File: config.mk
export PLATFORM = sky130hd
export DESIGN_NAME = deadlock_detection_checker_top_flat
export DESIGN_NICKNAME = d
export VERILOG_FILES = /design/src/dlc_pkg.sv /design/src/dlc_in_if.sv /design/src/dlc_out_if.sv /design/src/dlc_lane.sv /design/src/dlc_ctrl.sv /design/src/deadlock_detection_checker_top.sv /design/src/flat_wrapper.sv
export SDC_FILE = /design/constraint.sdc
export NUM_CORES = 1
export LEC_CHECK = 0
export BUFFER_PORTS_ARGS = -buffer_cell sky130_fd_sc_hd__buf_2
export CAP_MARGIN = 20
export CORE_MARGIN = 4
export CORE_UTILIZATION = 60
export DETAILED_ROUTE_END_ITERATION = 7
export GPL_TIMING_DRIVEN = 0
export PLACE_DENSITY = 0.75
export SLEW_MARGIN = 20
export SYNTH_ARGS = -nofsm -noshare
export SYNTH_HDL_FRONTEND = slang
export SYNTH_SLANG_ARGS = --single-unit
File: constraint.sdc
create_clock -name i_clk -period 5.95 [get_ports i_clk]
set_input_delay 0 -clock i_clk [delete_from_list [all_inputs] [get_ports i_clk]]
set_output_delay 0 -clock i_clk [all_outputs]
set_load 0.005 [all_outputs]
File: src/dlc_pkg.sv
package dlc_pkg;

    localparam int NUM_THREADS = 8;
    localparam int NUM_TYPES   = 3;
    localparam int IDX_W       = 3;
    localparam int CNT_W       = 8;
    localparam int THR_W       = $clog2(NUM_THREADS);
    localparam int AVAIL_W     = $clog2(NUM_THREADS * 255 + 1) + 1;
    localparam int CFG_IDX_W   = 2;

    localparam logic [CFG_IDX_W-1:0] CFG_TOTAL_A = 2'd0;
    localparam logic [CFG_IDX_W-1:0] CFG_TOTAL_B = 2'd1;
    localparam logic [CFG_IDX_W-1:0] CFG_TOTAL_C = 2'd2;

    localparam logic [CNT_W-1:0] TOTAL_A_RESET = 8'd7;
    localparam logic [CNT_W-1:0] TOTAL_B_RESET = 8'd8;
    localparam logic [CNT_W-1:0] TOTAL_C_RESET = 8'd6;

    typedef logic signed [AVAIL_W-1:0] t_avail;

    typedef struct packed {
        logic [IDX_W-1:0] thread_index;
        logic [CNT_W-1:0] held_a;
        logic [CNT_W-1:0] held_b;
        logic [CNT_W-1:0] held_c;
        logic [CNT_W-1:0] want_a;
        logic [CNT_W-1:0] want_b;
        logic [CNT_W-1:0] want_c;
        logic             end_of_round;
    } t_in_item;

    typedef struct packed {
        logic [IDX_W-1:0] served_thread;
        logic             is_status;
        logic             all_finished;
        logic             final_item;
    } t_out_item;

    typedef struct packed {
        logic             init;
        logic             sub;
        logic             add;
        logic [THR_W-1:0] idx;
    } t_lane_ctl;

    typedef enum logic [1:0] {
        ST_IDLE,
        ST_SUM,
        ST_SCAN,
        ST_STATUS
    } t_state;

endpackage

File: src/dlc_in_if.sv
interface dlc_in_if;
    logic              valid;
    logic              ready;
    dlc_pkg::t_in_item data;

    modport source (output valid, output data, input ready);
    modport sink (input valid, input data, output ready);
endinterface

File: src/dlc_out_if.sv
interface dlc_out_if;
    logic               valid;
    logic               ready;
    dlc_pkg::t_out_item data;

    modport source (output valid, output data, input ready);
    modport sink (input valid, input data, output ready);
endinterface

File: src/dlc_lane.sv
// One resource type: its held/want columns and its available count.
module dlc_lane (
    input  logic                          i_clk,
    input  logic                          i_rst_n,
    input  logic                          i_wr_en,
    input  logic [dlc_pkg::THR_W-1:0]     i_wr_idx,
    input  logic [dlc_pkg::CNT_W-1:0]     i_held,
    input  logic [dlc_pkg::CNT_W-1:0]     i_want,
    input  logic [dlc_pkg::CNT_W-1:0]     i_total,
    input  dlc_pkg::t_lane_ctl            i_ctl,
    output logic                          o_fit
);

    logic [dlc_pkg::CNT_W-1:0] r_held [dlc_pkg::NUM_THREADS];
    logic [dlc_pkg::CNT_W-1:0] r_want [dlc_pkg::NUM_THREADS];
    dlc_pkg::t_avail           r_avail;
    dlc_pkg::t_avail           n_avail;
    dlc_pkg::t_avail           w_held_rd;
    dlc_pkg::t_avail           w_want_rd;

    assign w_held_rd = dlc_pkg::t_avail'(r_held[i_ctl.idx]);
    assign w_want_rd = dlc_pkg::t_avail'(r_want[i_ctl.idx]);
    assign o_fit     = (w_want_rd <= r_avail);

    always_comb begin
        n_avail = r_avail;
        if (i_ctl.init) begin
            n_avail = dlc_pkg::t_avail'(i_total);
        end else if (i_ctl.sub) begin
            n_avail = r_avail - w_held_rd;
        end else if (i_ctl.add) begin
            n_avail = r_avail + w_held_rd;
        end
    end

    always_ff @(posedge i_clk) begin
        if (!i_rst_n) begin
            r_avail <= '0;
        end else begin
            r_avail <= n_avail;
        end
    end

    always_ff @(posedge i_clk) begin
        if (i_wr_en) begin
            r_held[i_wr_idx] <= i_held;
            r_want[i_wr_idx] <= i_want;
        end
    end

endmodule

File: src/dlc_ctrl.sv
// Round sequencer: row loads, holdings sum, grant passes, status; merges lane fits.
module dlc_ctrl (
    input  logic                            i_clk,
    input  logic                            i_rst_n,
    dlc_in_if.sink                          i_in_ch,
    dlc_out_if.source                       o_out_ch,
    input  logic [dlc_pkg::NUM_TYPES-1:0]   i_fit,
    output dlc_pkg::t_lane_ctl              o_ctl,
    output logic                            o_wr_en,
    output logic [dlc_pkg::THR_W-1:0]       o_wr_idx
);

    dlc_pkg::t_state                   r_state,    n_state;
    logic [dlc_pkg::THR_W-1:0]         r_idx,      n_idx;
    logic [dlc_pkg::THR_W-1:0]         r_pass,     n_pass;
    logic                              r_granted,  n_granted;
    logic [dlc_pkg::NUM_THREADS-1:0]   r_loaded,   n_loaded;
    logic [dlc_pkg::NUM_THREADS-1:0]   r_finished, n_finished;
    logic                              r_out_valid, n_out_valid;
    dlc_pkg::t_out_item                r_out,      n_out;

    logic w_out_free;
    logic w_cand;
    logic w_last;
    logic w_in_range;

    assign o_wr_idx   = dlc_pkg::THR_W'(i_in_ch.data.thread_index);
    assign w_in_range = (int'(i_in_ch.data.thread_index) < dlc_pkg::NUM_THREADS);
    assign w_out_free = !r_out_valid || o_out_ch.ready;
    assign w_cand     = r_loaded[r_idx] && !r_finished[r_idx] && (&i_fit);
    assign w_last     = (r_idx == dlc_pkg::THR_W'(dlc_pkg::NUM_THREADS - 1));

    assign i_in_ch.ready  = (r_state == dlc_pkg::ST_IDLE);
    assign o_out_ch.valid = r_out_valid;
    assign o_out_ch.data  = r_out;

    always_comb begin
        n_state     = r_state;
        n_idx       = r_idx;
        n_pass      = r_pass;
        n_granted   = r_granted;
        n_loaded    = r_loaded;
        n_finished  = r_finished;
        n_out_valid = r_out_valid && !o_out_ch.ready;
        n_out       = r_out;
        o_ctl       = '0;
        o_ctl.idx   = r_idx;
        o_wr_en     = 1'b0;
        case (r_state)
            dlc_pkg::ST_IDLE: begin
                if (i_in_ch.valid) begin
                    if (w_in_range) begin
                        o_wr_en            = 1'b1;
                        n_loaded[o_wr_idx] = 1'b1;
                    end
                    if (i_in_ch.data.end_of_round) begin
                        o_ctl.init = 1'b1;
                        n_idx      = '0;
                        n_state    = dlc_pkg::ST_SUM;
                    end
                end
            end
            dlc_pkg::ST_SUM: begin
                o_ctl.sub = r_loaded[r_idx];
                if (w_last) begin
                    n_idx     = '0;
                    n_pass    = '0;
                    n_granted = 1'b0;
                    n_state   = dlc_pkg::ST_SCAN;
                end else begin
                    n_idx = r_idx + 1'b1;
                end
            end
            dlc_pkg::ST_SCAN: begin
                if (!w_cand || w_out_free) begin
                    if (w_cand) begin
                        o_ctl.add                 = 1'b1;
                        n_finished[r_idx]         = 1'b1;
                        n_granted                 = 1'b1;
                        n_out_valid               = 1'b1;
                        n_out.served_thread       = dlc_pkg::IDX_W'(r_idx);
                        n_out.is_status           = 1'b0;
                        n_out.all_finished        = 1'b0;
                        n_out.final_item          = 1'b0;
                    end
                    if (w_last) begin
                        if (!(r_granted || w_cand) ||
                            r_pass == dlc_pkg::THR_W'(dlc_pkg::NUM_THREADS - 1)) begin
                            n_state = dlc_pkg::ST_STATUS;
                        end else begin
                            n_pass    = r_pass + 1'b1;
                            n_idx     = '0;
                            n_granted = 1'b0;
                        end
                    end else begin
                        n_idx = r_idx + 1'b1;
                    end
                end
            end
            dlc_pkg::ST_STATUS: begin
                if (w_out_free) begin
                    n_out_valid         = 1'b1;
                    n_out.served_thread = '0;
                    n_out.is_status     = 1'b1;
                    n_out.all_finished  = ((r_finished & r_loaded) == r_loaded);
                    n_out.final_item    = 1'b1;
                    n_loaded            = '0;
                    n_finished          = '0;
                    n_state             = dlc_pkg::ST_IDLE;
                end
            end
            default: begin
                n_state = dlc_pkg::ST_IDLE;
            end
        endcase
    end

    always_ff @(posedge i_clk) begin
        if (!i_rst_n) begin
            r_state     <= dlc_pkg::ST_IDLE;
            r_idx       <= '0;
            r_pass      <= '0;
            r_granted   <= 1'b0;
            r_loaded    <= '0;
            r_finished  <= '0;
            r_out_valid <= 1'b0;
        end else begin
            r_state     <= n_state;
            r_idx       <= n_idx;
            r_pass      <= n_pass;
            r_granted   <= n_granted;
            r_loaded    <= n_loaded;
            r_finished  <= n_finished;
            r_out_valid <= n_out_valid;
        end
    end

    always_ff @(posedge i_clk) begin
        r_out <= n_out;
    end

endmodule

File: src/deadlock_detection_checker_top.sv
// channel   dir  payload      notes
// i_in_ch   in   t_in_item    one thread row per item; end_of_round closes the round
// o_out_ch  out  t_out_item   grants in service order, then one status item
// i_cfg_*   in   total A/B/C  index 0..2, write only while idle
//
// Row items: one per cycle while idle. Closing item: loads the totals, sums holdings,
// then runs grant passes (up to NUM_THREADS passes, one thread check per cycle through
// the three type lanes), then sends the status item.
// Output stalls hold the scan only at a thread that is about to be granted.
// Reset is synchronous, active low; totals return to 7/8/6, row tables keep content.
module deadlock_detection_checker_top (
    input  logic                              i_clk,
    input  logic                              i_rst_n,
    dlc_in_if.sink                            i_in_ch,
    dlc_out_if.source                         o_out_ch,
    input  logic                              i_cfg_we,
    input  logic [dlc_pkg::CFG_IDX_W-1:0]     i_cfg_idx,
    input  logic [dlc_pkg::CNT_W-1:0]         i_cfg_data
);

    logic [dlc_pkg::CNT_W-1:0]       r_total [dlc_pkg::NUM_TYPES];
    logic [dlc_pkg::CNT_W-1:0]       w_held  [dlc_pkg::NUM_TYPES];
    logic [dlc_pkg::CNT_W-1:0]       w_want  [dlc_pkg::NUM_TYPES];
    logic [dlc_pkg::NUM_TYPES-1:0]   w_fit;
    dlc_pkg::t_lane_ctl              w_ctl;
    logic                            w_wr_en;
    logic [dlc_pkg::THR_W-1:0]       w_wr_idx;

    assign w_held[0] = i_in_ch.data.held_a;
    assign w_held[1] = i_in_ch.data.held_b;
    assign w_held[2] = i_in_ch.data.held_c;
    assign w_want[0] = i_in_ch.data.want_a;
    assign w_want[1] = i_in_ch.data.want_b;
    assign w_want[2] = i_in_ch.data.want_c;

    always_ff @(posedge i_clk) begin
        if (!i_rst_n) begin
            r_total[0] <= dlc_pkg::TOTAL_A_RESET;
            r_total[1] <= dlc_pkg::TOTAL_B_RESET;
            r_total[2] <= dlc_pkg::TOTAL_C_RESET;
        end else if (i_cfg_we) begin
            case (i_cfg_idx)
                dlc_pkg::CFG_TOTAL_A: r_total[0] <= i_cfg_data;
                dlc_pkg::CFG_TOTAL_B: r_total[1] <= i_cfg_data;
                dlc_pkg::CFG_TOTAL_C: r_total[2] <= i_cfg_data;
                default: begin
                end
            endcase
        end
    end

    dlc_ctrl u_ctrl (
        .i_clk    (i_clk),
        .i_rst_n  (i_rst_n),
        .i_in_ch  (i_in_ch),
        .o_out_ch (o_out_ch),
        .i_fit    (w_fit),
        .o_ctl    (w_ctl),
        .o_wr_en  (w_wr_en),
        .o_wr_idx (w_wr_idx)
    );

    for (genvar g = 0; g < dlc_pkg::NUM_TYPES; g++) begin : g_lane
        dlc_lane u_lane (
            .i_clk    (i_clk),
            .i_rst_n  (i_rst_n),
            .i_wr_en  (w_wr_en),
            .i_wr_idx (w_wr_idx),
            .i_held   (w_held[g]),
            .i_want   (w_want[g]),
            .i_total  (r_total[g]),
            .i_ctl    (w_ctl),
            .o_fit    (w_fit[g])
        );
    end

    a_close_blocks_input: assert property (@(posedge i_clk) disable iff (!i_rst_n)
        (i_in_ch.valid && i_in_ch.ready && i_in_ch.data.end_of_round) |=> !i_in_ch.ready)
        else $error("input still ready after round close");

    a_grant_fields: assert property (@(posedge i_clk) disable iff (!i_rst_n)
        (o_out_ch.valid && !o_out_ch.data.is_status) |->
        (!o_out_ch.data.all_finished && !o_out_ch.data.final_item))
        else $error("grant item carries status flags");

    a_lane_cmd: assert property (@(posedge i_clk) disable iff (!i_rst_n)
        $onehot0({w_ctl.init, w_ctl.sub, w_ctl.add}))
        else $error("conflicting lane commands");

    a_no_write_busy: assert property (@(posedge i_clk) disable iff (!i_rst_n)
        w_wr_en |-> (i_in_ch.ready && !w_ctl.sub && !w_ctl.add))
        else $error("row write during check");

    a_reset_out: assert property (@(posedge i_clk)
        !i_rst_n |=> !o_out_ch.valid)
        else $error("output valid after reset");

endmodule

File: src/flat_wrapper.sv
// flat-port wrapper written by rule: the top's interface ports become plain ports
module deadlock_detection_checker_top_flat 
  (i_clk, i_rst_n, i_cfg_we, i_cfg_idx, i_cfg_data, i_in_ch_valid, i_in_ch_data, i_in_ch_ready, o_out_ch_valid, o_out_ch_data, o_out_ch_ready);
  dlc_in_if i_in_ch_i ();
  dlc_out_if o_out_ch_i ();
  input  logic i_clk;
  input  logic i_rst_n;
  input  logic i_cfg_we;
  input  logic [dlc_pkg::CFG_IDX_W-1:0] i_cfg_idx;
  input  logic [dlc_pkg::CNT_W-1:0] i_cfg_data;
  input wire logic [$bits(i_in_ch_i.valid)-1:0] i_in_ch_valid;
  input wire logic [$bits(i_in_ch_i.data)-1:0] i_in_ch_data;
  output wire logic [$bits(i_in_ch_i.ready)-1:0] i_in_ch_ready;
  output wire logic [$bits(o_out_ch_i.valid)-1:0] o_out_ch_valid;
  output wire logic [$bits(o_out_ch_i.data)-1:0] o_out_ch_data;
  input wire logic [$bits(o_out_ch_i.ready)-1:0] o_out_ch_ready;
  assign i_in_ch_i.valid = i_in_ch_valid;
  assign i_in_ch_i.data = i_in_ch_data;
  assign i_in_ch_ready = i_in_ch_i.ready;
  assign o_out_ch_valid = o_out_ch_i.valid;
  assign o_out_ch_data = o_out_ch_i.data;
  assign o_out_ch_i.ready = o_out_ch_ready;
  deadlock_detection_checker_top u_core (.i_clk(i_clk), .i_rst_n(i_rst_n), .i_in_ch(i_in_ch_i), .o_out_ch(o_out_ch_i), .i_cfg_we(i_cfg_we), .i_cfg_idx(i_cfg_idx), .i_cfg_data(i_cfg_data));
endmodule
; ---- After elaboration in Yosys (flattened, before gate mapping)
; Memories as Yosys holds them, arrays and structs flattened. A register that Yosys moved wholly into a read port is not among the register bits.
; Cells that the tools add are included.
[totals]
reg_bits = 68
latchBits = 0
mem_bits_rw = 408
rom_bits = 0
inputBits = 67
output_inout_bits = 8
wordCells = 190
memories = 7
[op_classes]
addsub = 8
n_mul = 0
div = 0
n_lt_le_gt_ge = 7
n_eq_ne = 18
n_shift = 0
n_mux = 96
bitwise_logic = 7
reduce_logical = 30
[memory_table]
columns = name, words, word_bits, rd, rd_clocked_by_memory_dff, wr, line
row1 = u_core.g_lane[0].u_lane.r_held, 8, 8, 1, 1, 1, dlc_lane.sv:14  ; logic [dlc_pkg::CNT_W-1:0] r_held [dlc_pkg::NUM_THREADS];
row2 = u_core.g_lane[0].u_lane.r_want, 8, 8, 1, 1, 1, dlc_lane.sv:15  ; logic [dlc_pkg::CNT_W-1:0] r_want [dlc_pkg::NUM_THREADS];
row3 = u_core.g_lane[1].u_lane.r_held, 8, 8, 1, 1, 1, dlc_lane.sv:14
row4 = u_core.g_lane[1].u_lane.r_want, 8, 8, 1, 1, 1, dlc_lane.sv:15
row5 = u_core.g_lane[2].u_lane.r_held, 8, 8, 1, 1, 1, dlc_lane.sv:14
row6 = u_core.g_lane[2].u_lane.r_want, 8, 8, 1, 1, 1, dlc_lane.sv:15
row7 = +1 memories, --, --, --, --, --, --
[op_table]
columns = cell, count
row1 = two-way mux 8 bit, 10
row2 = two-way mux 12 bit, 6
row3 = two-way mux 3 bit, 22
row4 = adder 12 x 9 -> 12 bit, 3
row5 = <= comparator 9 x 12 -> 1 bit, 3
row6 = two-way mux 1 bit, 36
row7 = subtractor 12 x 9 -> 12 bit, 3
row8 = case mux 8 bit (2 select lines), 2
row9 = two-way mux 6 bit, 3
row10 = != test 2 bit (second input constant), 9
row11 = OR 8 bit, 2
row12 = two-way mux 2 bit, 7
row13 = case mux 6 bit (2 select lines), 1
row14 = AND reduction 5 bit, 2
row15 = case mux 3 bit (3 select lines), 1
row16 = AND reduction 3 bit, 3
row17 = bitwise AND 8 bit, 1
row18 = equality test 8 bit, 1
row19 = < comparator 3 x 4 -> 1 bit (second input constant), 2
row20 = case mux 2 bit (4 select lines), 1
row21 = nonzero test 2 bit, 4
row22 = AND reduction 7 bit, 1
row23 = adder 3 x 1 -> 3 bit (second input constant), 2
row24 = binary-select mux 1 bit (select 3 bit), 2
row25 = 17 further kinds, 39

; ---- Logic depth before layout (Yosys ltp)
; Gate-level depths: netlist of run 1.
[depth]
ltp_word = 14
ltp_mapped = 19
ltp_nobuf = 15

; ---- Hierarchy
; Synthesis of run 1 repeated with hierarchy kept, for this count alone.
[unflattened]
hier_cells = 1476
hier_area_um2 = 21774.6
[modules_own_cells]
columns = module, n_inst, cells_per_inst, area_each_um2, seq_area_each_um2
row1 = dlc_lane at u_core.g_lane[1].u_lane, 1, 437, 6552.5, 4083.9
row2 = dlc_lane at u_core.g_lane[0].u_lane, 1, 404, 6253.5, 4083.9
row3 = dlc_lane at u_core.g_lane[2].u_lane, 1, 377, 6227.2, 4083.9
row4 = dlc_ctrl, 1, 212, 1849.3, 670.6
row5 = deadlock_detection_checker_top, 1, 46, 892.1, 720.7

; ---- Worst setup path before layout of run 1
; OpenSTA, ideal clock, no wires.
[synth_timing]
path_kind = register to register
startpoint = reg (tool-made name)
endpoint = reg (tool-made name)
setup_time_ns = 0.072
t_arrival_ns = 4.660
t_required_ns = 5.878
path_slack_ns = 1.218
path_stages_with_launch = 18
n_path_buf = 6
synth_period_minus_slack_ns = 4.732
path_cell_list = dfxtp_1 buf_6 buf_6 buf_6 buf_2 buf_1 mux4_2 mux2_2 ha_1 a21oi_1 o22ai_1 o21ba_2 o32ai_1 and4_1 buf_2 a211oi_2 o31ai_2 mux2i_1

==> results.md, run 1 <==
- Status: finished clean
- CP endpoint: u_core.g_lane[2].u_lane.r_avail[1]
- VDD IR max: 0.2666 mV
- Area of the multi-input gates: 7000 sq um
- Syn_area_per_cell: 16.01 sq um
- CP Launch Type: register
- Critical Path Sink Type: register
- # setup viols final: 0
- GRT Total Usage: 0.2494
- Core Area: 34630 sq um
- Area grow syn2layout: 17.62%
- Die area: 38320 sq um
- Commonest non-fill, non-tap cell in the layout: edfxtp_1
- DRT Wirelength: 47.04 mm
- Port-buffer cells: 72
- Layout cell share with drive strength beyond 1: 0.2117
- ANT nets after route: 0
- Routed len/inst: 23.19 um
- Worst hold slack: 0.05080 ns
- Most frequent cells in the layout: edfxtp_1 (413), buf_2 (82), mux4_2 (80)
- Drt via density: 6.123
- Total CTS buffers: 47
- Final HPWL DP: 32.57 mm
- Share of the yosys chip area belonging to registers: 0.6478
- Die Y-Extent: 195.8 um
- Placed insts: 1877
- Max Freq: 178.5 MHz
- Clock Skew: 0.02164 ns
- Max_slew headroom: 0.3280
- Pleak: 8.456 nW
- CP Data Required Time: 6.37 ns
- Number of cells on the worst reg-to-reg path: 18
- Flop pwr share: 0.435
- CP Max Fanout: 10
- Synth warn: 0
- TritonCTS clock tree: built
- Initial DRC count: 1084
- Nets: 1673
- H-tree depth: 2
- Syn Inst Count: 1321
- Max-slew violation count: 0
- Vias in the first global route: 12.64k
- EDFF count, synth: 413
- Clk sinks: 478
- Initial antenna violation count: 0
- Fin crit share: 0.9417
- Global-route wire length before repair: 73.37 mm
- Final min period: 5.603 ns
- Clock Latency Late Sink: 0.57 ns
- Switching share of total power: 0.2673
- Flops & latches, synth: 478
- Gpl congestion: 0.9138
- Die Width: 195.8 um
- Post-route non-filler standard cell count: 2028
- Worst hold path type: primary input to register
- Root Buffer: clkbuf_16
- DRC: 0
- Starting Density: 0.6109
- Clk pin slew, worst setup/hold paths: 0.06 ns
- Hold path cells: 5
- Fillers: 2125
- Psw: 2.404 mW
- I/O pins: 75
- Max Cap Viol: 0
- Register area: 13700 sq um
- Distinct cells, synth: 71
- CP Data Arrival Time: 6.02 ns
- Final WS setup: 0.3470 ns
- Pre-CTS setup slack: -0.7950 ns
- RSZ-0062 raised after global routing: no
- Post-Synthesis Net Count: 1459
- Pint: 6.590 mW
- FFs w/ async S/R, synth: 0
- Synthesized area: 21150 sq um
- Num rows: 68
- Clock group share of total power: 0.340
- Vias: 12.42k
- Reg2reg end: u_core.g_lane[2].u_lane.r_avail[1]
- Global route overflow: 0
- First drt pass iteration count: 7
- Final Hold Vio Count: 0
- CP Class: register to register
- Worst-margin pin slew: 1.008 ns
- Reg2Reg Setup Slack: 0.35 ns
- Most used DFF post-synth: edfxtp_1
- Largest net degree at the start of global routing: 21
- Cell Pwr Density: 361.5 nW/um^2
- Antenna diodes: 0
- Combinational Power Share: 0.225
- Bufs on Longest Clock Path: 3
-- cells in the mapped netlist (all sizes together), types with 20 or more instances --
cell type | instances | area [sq um]
edfxtp | 413 | 12400
mux4 | 96 | 2222
mux2i | 69 | 716.9
ha | 68 | 850.8
dfxtp | 65 | 1301
a21oi | 61 | 305.3
inv | 59 | 221.5
nor2 | 58 | 217.7
o21ai | 55 | 290.3
nand2 | 48 | 180.2
clkbuf | 31 | 116.4
mux2 | 26 | 292.8
xnor2 | 26 | 227.7
buf | 25 | 192.7
nor2b | 21 | 131.4
nand3 | 20 | 110.1
-- power by group through the flow --
stage / Sequential [mW] / Clock (mW) / Combinational (mW)
2_1_floorplan: 3.96 / 0 / 1.43
6_report: 3.91 / 3.06 / 2.03
3_5_place_dp: 3.98 / 0 / 1.96
3_3_place_gp: 3.99 / 0 / 1.87
4_1_cts: 3.91 / 3.09 / 2.03
5_1_grt: 3.92 / 3.26 / 2.23
-- layout make-up --
class                   instances  share of cell area
clock buffers                  60             0.05009
well taps                     455             0.02288
clock inverters                27             0.01418
inverters                      59            0.008901
multi-input cells             728              0.2814
plain buffers                  54             0.01257
flip-flops and latches        478              0.5508
repair buffers                167             0.05924
-- worst max-delay path, stage by stage (launching register included) --
cell	delay (ns)
dfxtp_1	0.59
clkbuf_4	0.37
clkbuf_4	0.34
buf_2	0.36
clkbuf_2	0.36
mux4_2	0.35
mux2_2	0.31
ha_1	0.32
a21oi_1	0.17
o22ai_1	0.11
o21ba_2	0.21
o32ai_2	0.47
and4_1	0.24
buf_2	0.21
a31o_2	0.20
buf_4	0.24
buf_6	0.23
mux2i_1	0.25
a21oi_1	0.10
-- layer usage --
metal | share of wire | up-vias | global-route usage
met3 | 0.069 | 86 | 0.04740
met1 | 0.43 | 6254 | 0.3599
met5 | 0 | - | 0
met4 | 0.033 | 0 | 0.08042
met2 | 0.47 | 449 | 0.3919
li1 | - | 5629 | -
-- repair_timing --
item,CTS,global route
hold buffers,66,0
setup buffers,0,0
setup endpoints to repair,61,54
endpoints found under the hold margin,432,0
resized for setup,9,6
-- registers in the layout, indices dropped and copies added, names as in the netlist, named ones only --
| register | count |
|---|---|
| u_core.g_lane.u_lane.r_held | 192 |
| u_core.g_lane.u_lane.r_want | 192 |
| u_core.g_lane.u_lane.r_avail | 36 |
| u_core.r_total | 24 |
| u_core.u_ctrl.r_finished | 8 |
| u_core.u_ctrl.r_loaded | 8 |
| u_core.u_ctrl.o_out_ch.data | 5 |
| u_core.u_ctrl.r_idx | 3 |
| u_core.u_ctrl.r_pass | 3 |
| u_core.u_ctrl.r_state | 2 |
| u_core.u_ctrl.o_out_ch.valid | 1 |
| u_core.u_ctrl.r_granted | 1 |
-- through the flow --
step	utilization	area, sq um	power, mW	TNS (ns)
2_1_floorplan	-	21150	5.388	0
3_3_place_gp	0.6377	22080	5.864	-297.58
4_1_cts	0.7187	24890	9.033	0
5_1_grt	0.7185	24880	9.412	0
3_5_place_dp	0.6524	22590	5.938	-22.13
6_report	0.7185	24880	8.994	0
-- how the worst min path moves through the flow --
stage	slack, ns	start	to
CTS	0.02	i_in_ch_valid	u_core.u_ctrl.r_state[0]
global placement	0.26	i_in_ch_data[1]	u_core.g_lane[2].u_lane.r_want[7][0]
global route	0.06	i_in_ch_valid	register
detailed placement	0.27	i_in_ch_data[10]	u_core.g_lane[1].u_lane.r_want[4][1]
finish	0.05	i_in_ch_valid	u_core.u_ctrl.r_state[0]
floorplan	0.1	i_in_ch_data[41]	u_core.g_lane[0].u_lane.r_held[0][0]
-- cell families (layout without fill, tap and decap cells) --
logic type	after synthesis	in the layout	synth area share
and+or+nand+nor	217	217	0.05193
xor gates and xnor gates	43	43	0.01780
adders and majority gates	71	71	0.04306
muxes	191	191	0.1528
AOI/OAI and AO/OA	206	206	0.06152
buffers and inverters	115	367	0.02508
DFF	478	478	0.6478
(Power assumes the default switching activity.)
==> run 2, diff against run 1 <==
RECOVER_POWER = 100   (was default)
==> run 2 against run 1 <==
Effect of this change:
- the flow now finishes with violations (capacitance limit, slew limit)
- global-route usage unchanged
- non-clock buffer count unchanged
- clock power about the same
- sequential share of layout area up 1.0 points
- power down 0.48%
- largest power group unchanged
==> results.md, run 2 (synthesis results as in run 1) <==
- Status: finished with violations
- Failing checks: capacitance limit, slew limit
- RSZ-0062 raised after global routing: no
- Num rows: 68
- Port-buffer cells: 72
- CP Launch Type: register
- GRT Total Usage: 0.2494
- Critical Path Sink Type: register
- Area of the multi-input gates: 6945 sq um
- Starting Density: 0.6109
- ANT nets after route: 0
- Final WS setup: 0.3763 ns
- Fillers: 2226
- Pre-CTS setup slack: -0.7950 ns
- Max Cap Viol: 5
- Clk pin slew, worst setup/hold paths: 0.06 ns
- Max_slew headroom: -0.3790
- I/O pins: 75
- Vias: 12.39k
- CP Data Arrival Time: 6.03 ns
- DRC: 0
- Die Y-Extent: 195.8 um
- Vias in the first global route: 12.64k
- Die area: 38320 sq um
- Cell Pwr Density: 366.6 nW/um^2
- Max Freq: 179.4 MHz
- Bufs on Longest Clock Path: 3
- VDD IR max: 0.2679 mV
- Die Width: 195.8 um
- Nets: 1673
- CP Class: register to register
- Max-slew violation count: 92
- Layout cell share with drive strength beyond 1: 0.1532
- Core Area: 34630 sq um
- Root Buffer: clkbuf_16
- Final Hold Vio Count: 0
- Largest regs: u_core.g_lane.u_lane.r_held (192), u_core.g_lane.u_lane.r_want (192), u_core.g_lane.u_lane.r_avail (36)
- Initial antenna violation count: 0
- Antenna diodes: 0
- Largest net degree at the start of global routing: 21
- Fin crit share: 0.9368
- CP Max Fanout: 10
- Gpl congestion: 0.9138
- Area grow syn2layout: 15.43%
- Worst hold path type: primary input to register
- Final min period: 5.574 ns
- Routed len/inst: 23.20 um
- Clk sinks: 478
- Drt via density: 6.110
- Most frequent cells in the layout: edfxtp_1 (413), clkbuf_1 (121), mux4_2 (80)
- # setup viols final: 0
- Register area: 13700 sq um
- Worst-margin pin slew: 2.061 ns
- First drt pass iteration count: 7
- Placed insts: 1877
- Global-route wire length before repair: 73.37 mm
- Pleak: 8.118 nW
- Initial DRC count: 1066
- Post-route non-filler standard cell count: 2028
- Commonest non-fill, non-tap cell in the layout: edfxtp_1
- Total CTS buffers: 47
- Global route overflow: 0
- DRT Wirelength: 47.04 mm
- Final HPWL DP: 32.57 mm
- CP Data Required Time: 6.41 ns
- Clock Skew: 0.02219 ns
- TritonCTS clock tree: built
- Clock Latency Late Sink: 0.57 ns
- H-tree depth: 2
==> run 2: per-stage QoR <==
stage               cell area [sq um]  hold WS (ns)    util  setup TNS [ns]  power [mW]
CTS                             24890       0.02355  0.7187               0       9.033
detailed placement              22590        0.2658  0.6524          -22.13       5.938
floorplan                       21150       0.09887       -               0       5.388
finish                          24420       0.04593  0.7051               0       8.951
global route                    24420       0.05931  0.7051               0       9.365
global placement                22080        0.2617  0.6377         -297.58       5.864
==> run 2: area by class of cell <==
class	instances	share of cell area
tap	455	0.02332
clock inverter	27	0.01445
clock buffer	60	0.05104
buffer	54	0.01281
multi-input combinational	728	0.2845
sequential	478	0.5612
timing repair buffer	167	0.04361
inverter	59	0.009070
==> run 2: worst paths after layout <==
check | startpoint | endpoint | slack, ns | cells past startpoint
max | register | register | 0.38 | 16
min reg2reg | u_core.g_lane[1].u_lane.r_avail[9] | u_core.g_lane[1].u_lane.r_avail[9] | 0.47 | 2
max reg2reg | register | register | 0.38 | 16
min | i_in_ch_valid | u_core.u_ctrl.r_state[0] | 0.05 | 5
==> run 2: repair_timing <==
item,in CTS,in global routing
gates resized for setup,9,6
endpoints found under the hold margin,432,0
cloned,0,0
buffers inserted,0,0
hold buffers,66,0
endpoints found under the setup margin,61,54
==> run 2: metal layers <==
| metal | track usage | up-vias | share of wire |
|---|---|---|---|
| li1 | - | 5625 | - |
| met1 | 0.3599 | 6224 | 0.43 |
| met2 | 0.3919 | 449 | 0.46 |
| met3 | 0.04740 | 93 | 0.069 |
| met4 | 0.08042 | 0 | 0.039 |
| met5 | 0 | - | 0 |
==> run 2: where the power goes <==
part | leakage, nW | internal, mW | switching (mW) | total, mW
Combinational | 3.05 | 0.885 | 1.09 | 1.98
Sequential | 4.29 | 3.83 | 0.0825 | 3.92
Clock | 0.778 | 1.84 | 1.22 | 3.06
Total | 8.12 | 6.55 | 2.40 | 8.95
==> run 2: critical path: stages, from the launching register on <==
cell      delay [ns]
dfxtp_1         0.58
clkbuf_4        0.37
clkbuf_4        0.34
buf_2           0.36
clkbuf_2        0.35
mux4_2          0.35
mux2_2          0.31
ha_1            0.32
a21oi_1         0.17
o22ai_1         0.11
o21ba_2         0.21
o32ai_2         0.47
and4_1          0.24
buf_2           0.21
a211oi_2        0.16
o31ai_4         0.49
mux2i_2         0.40
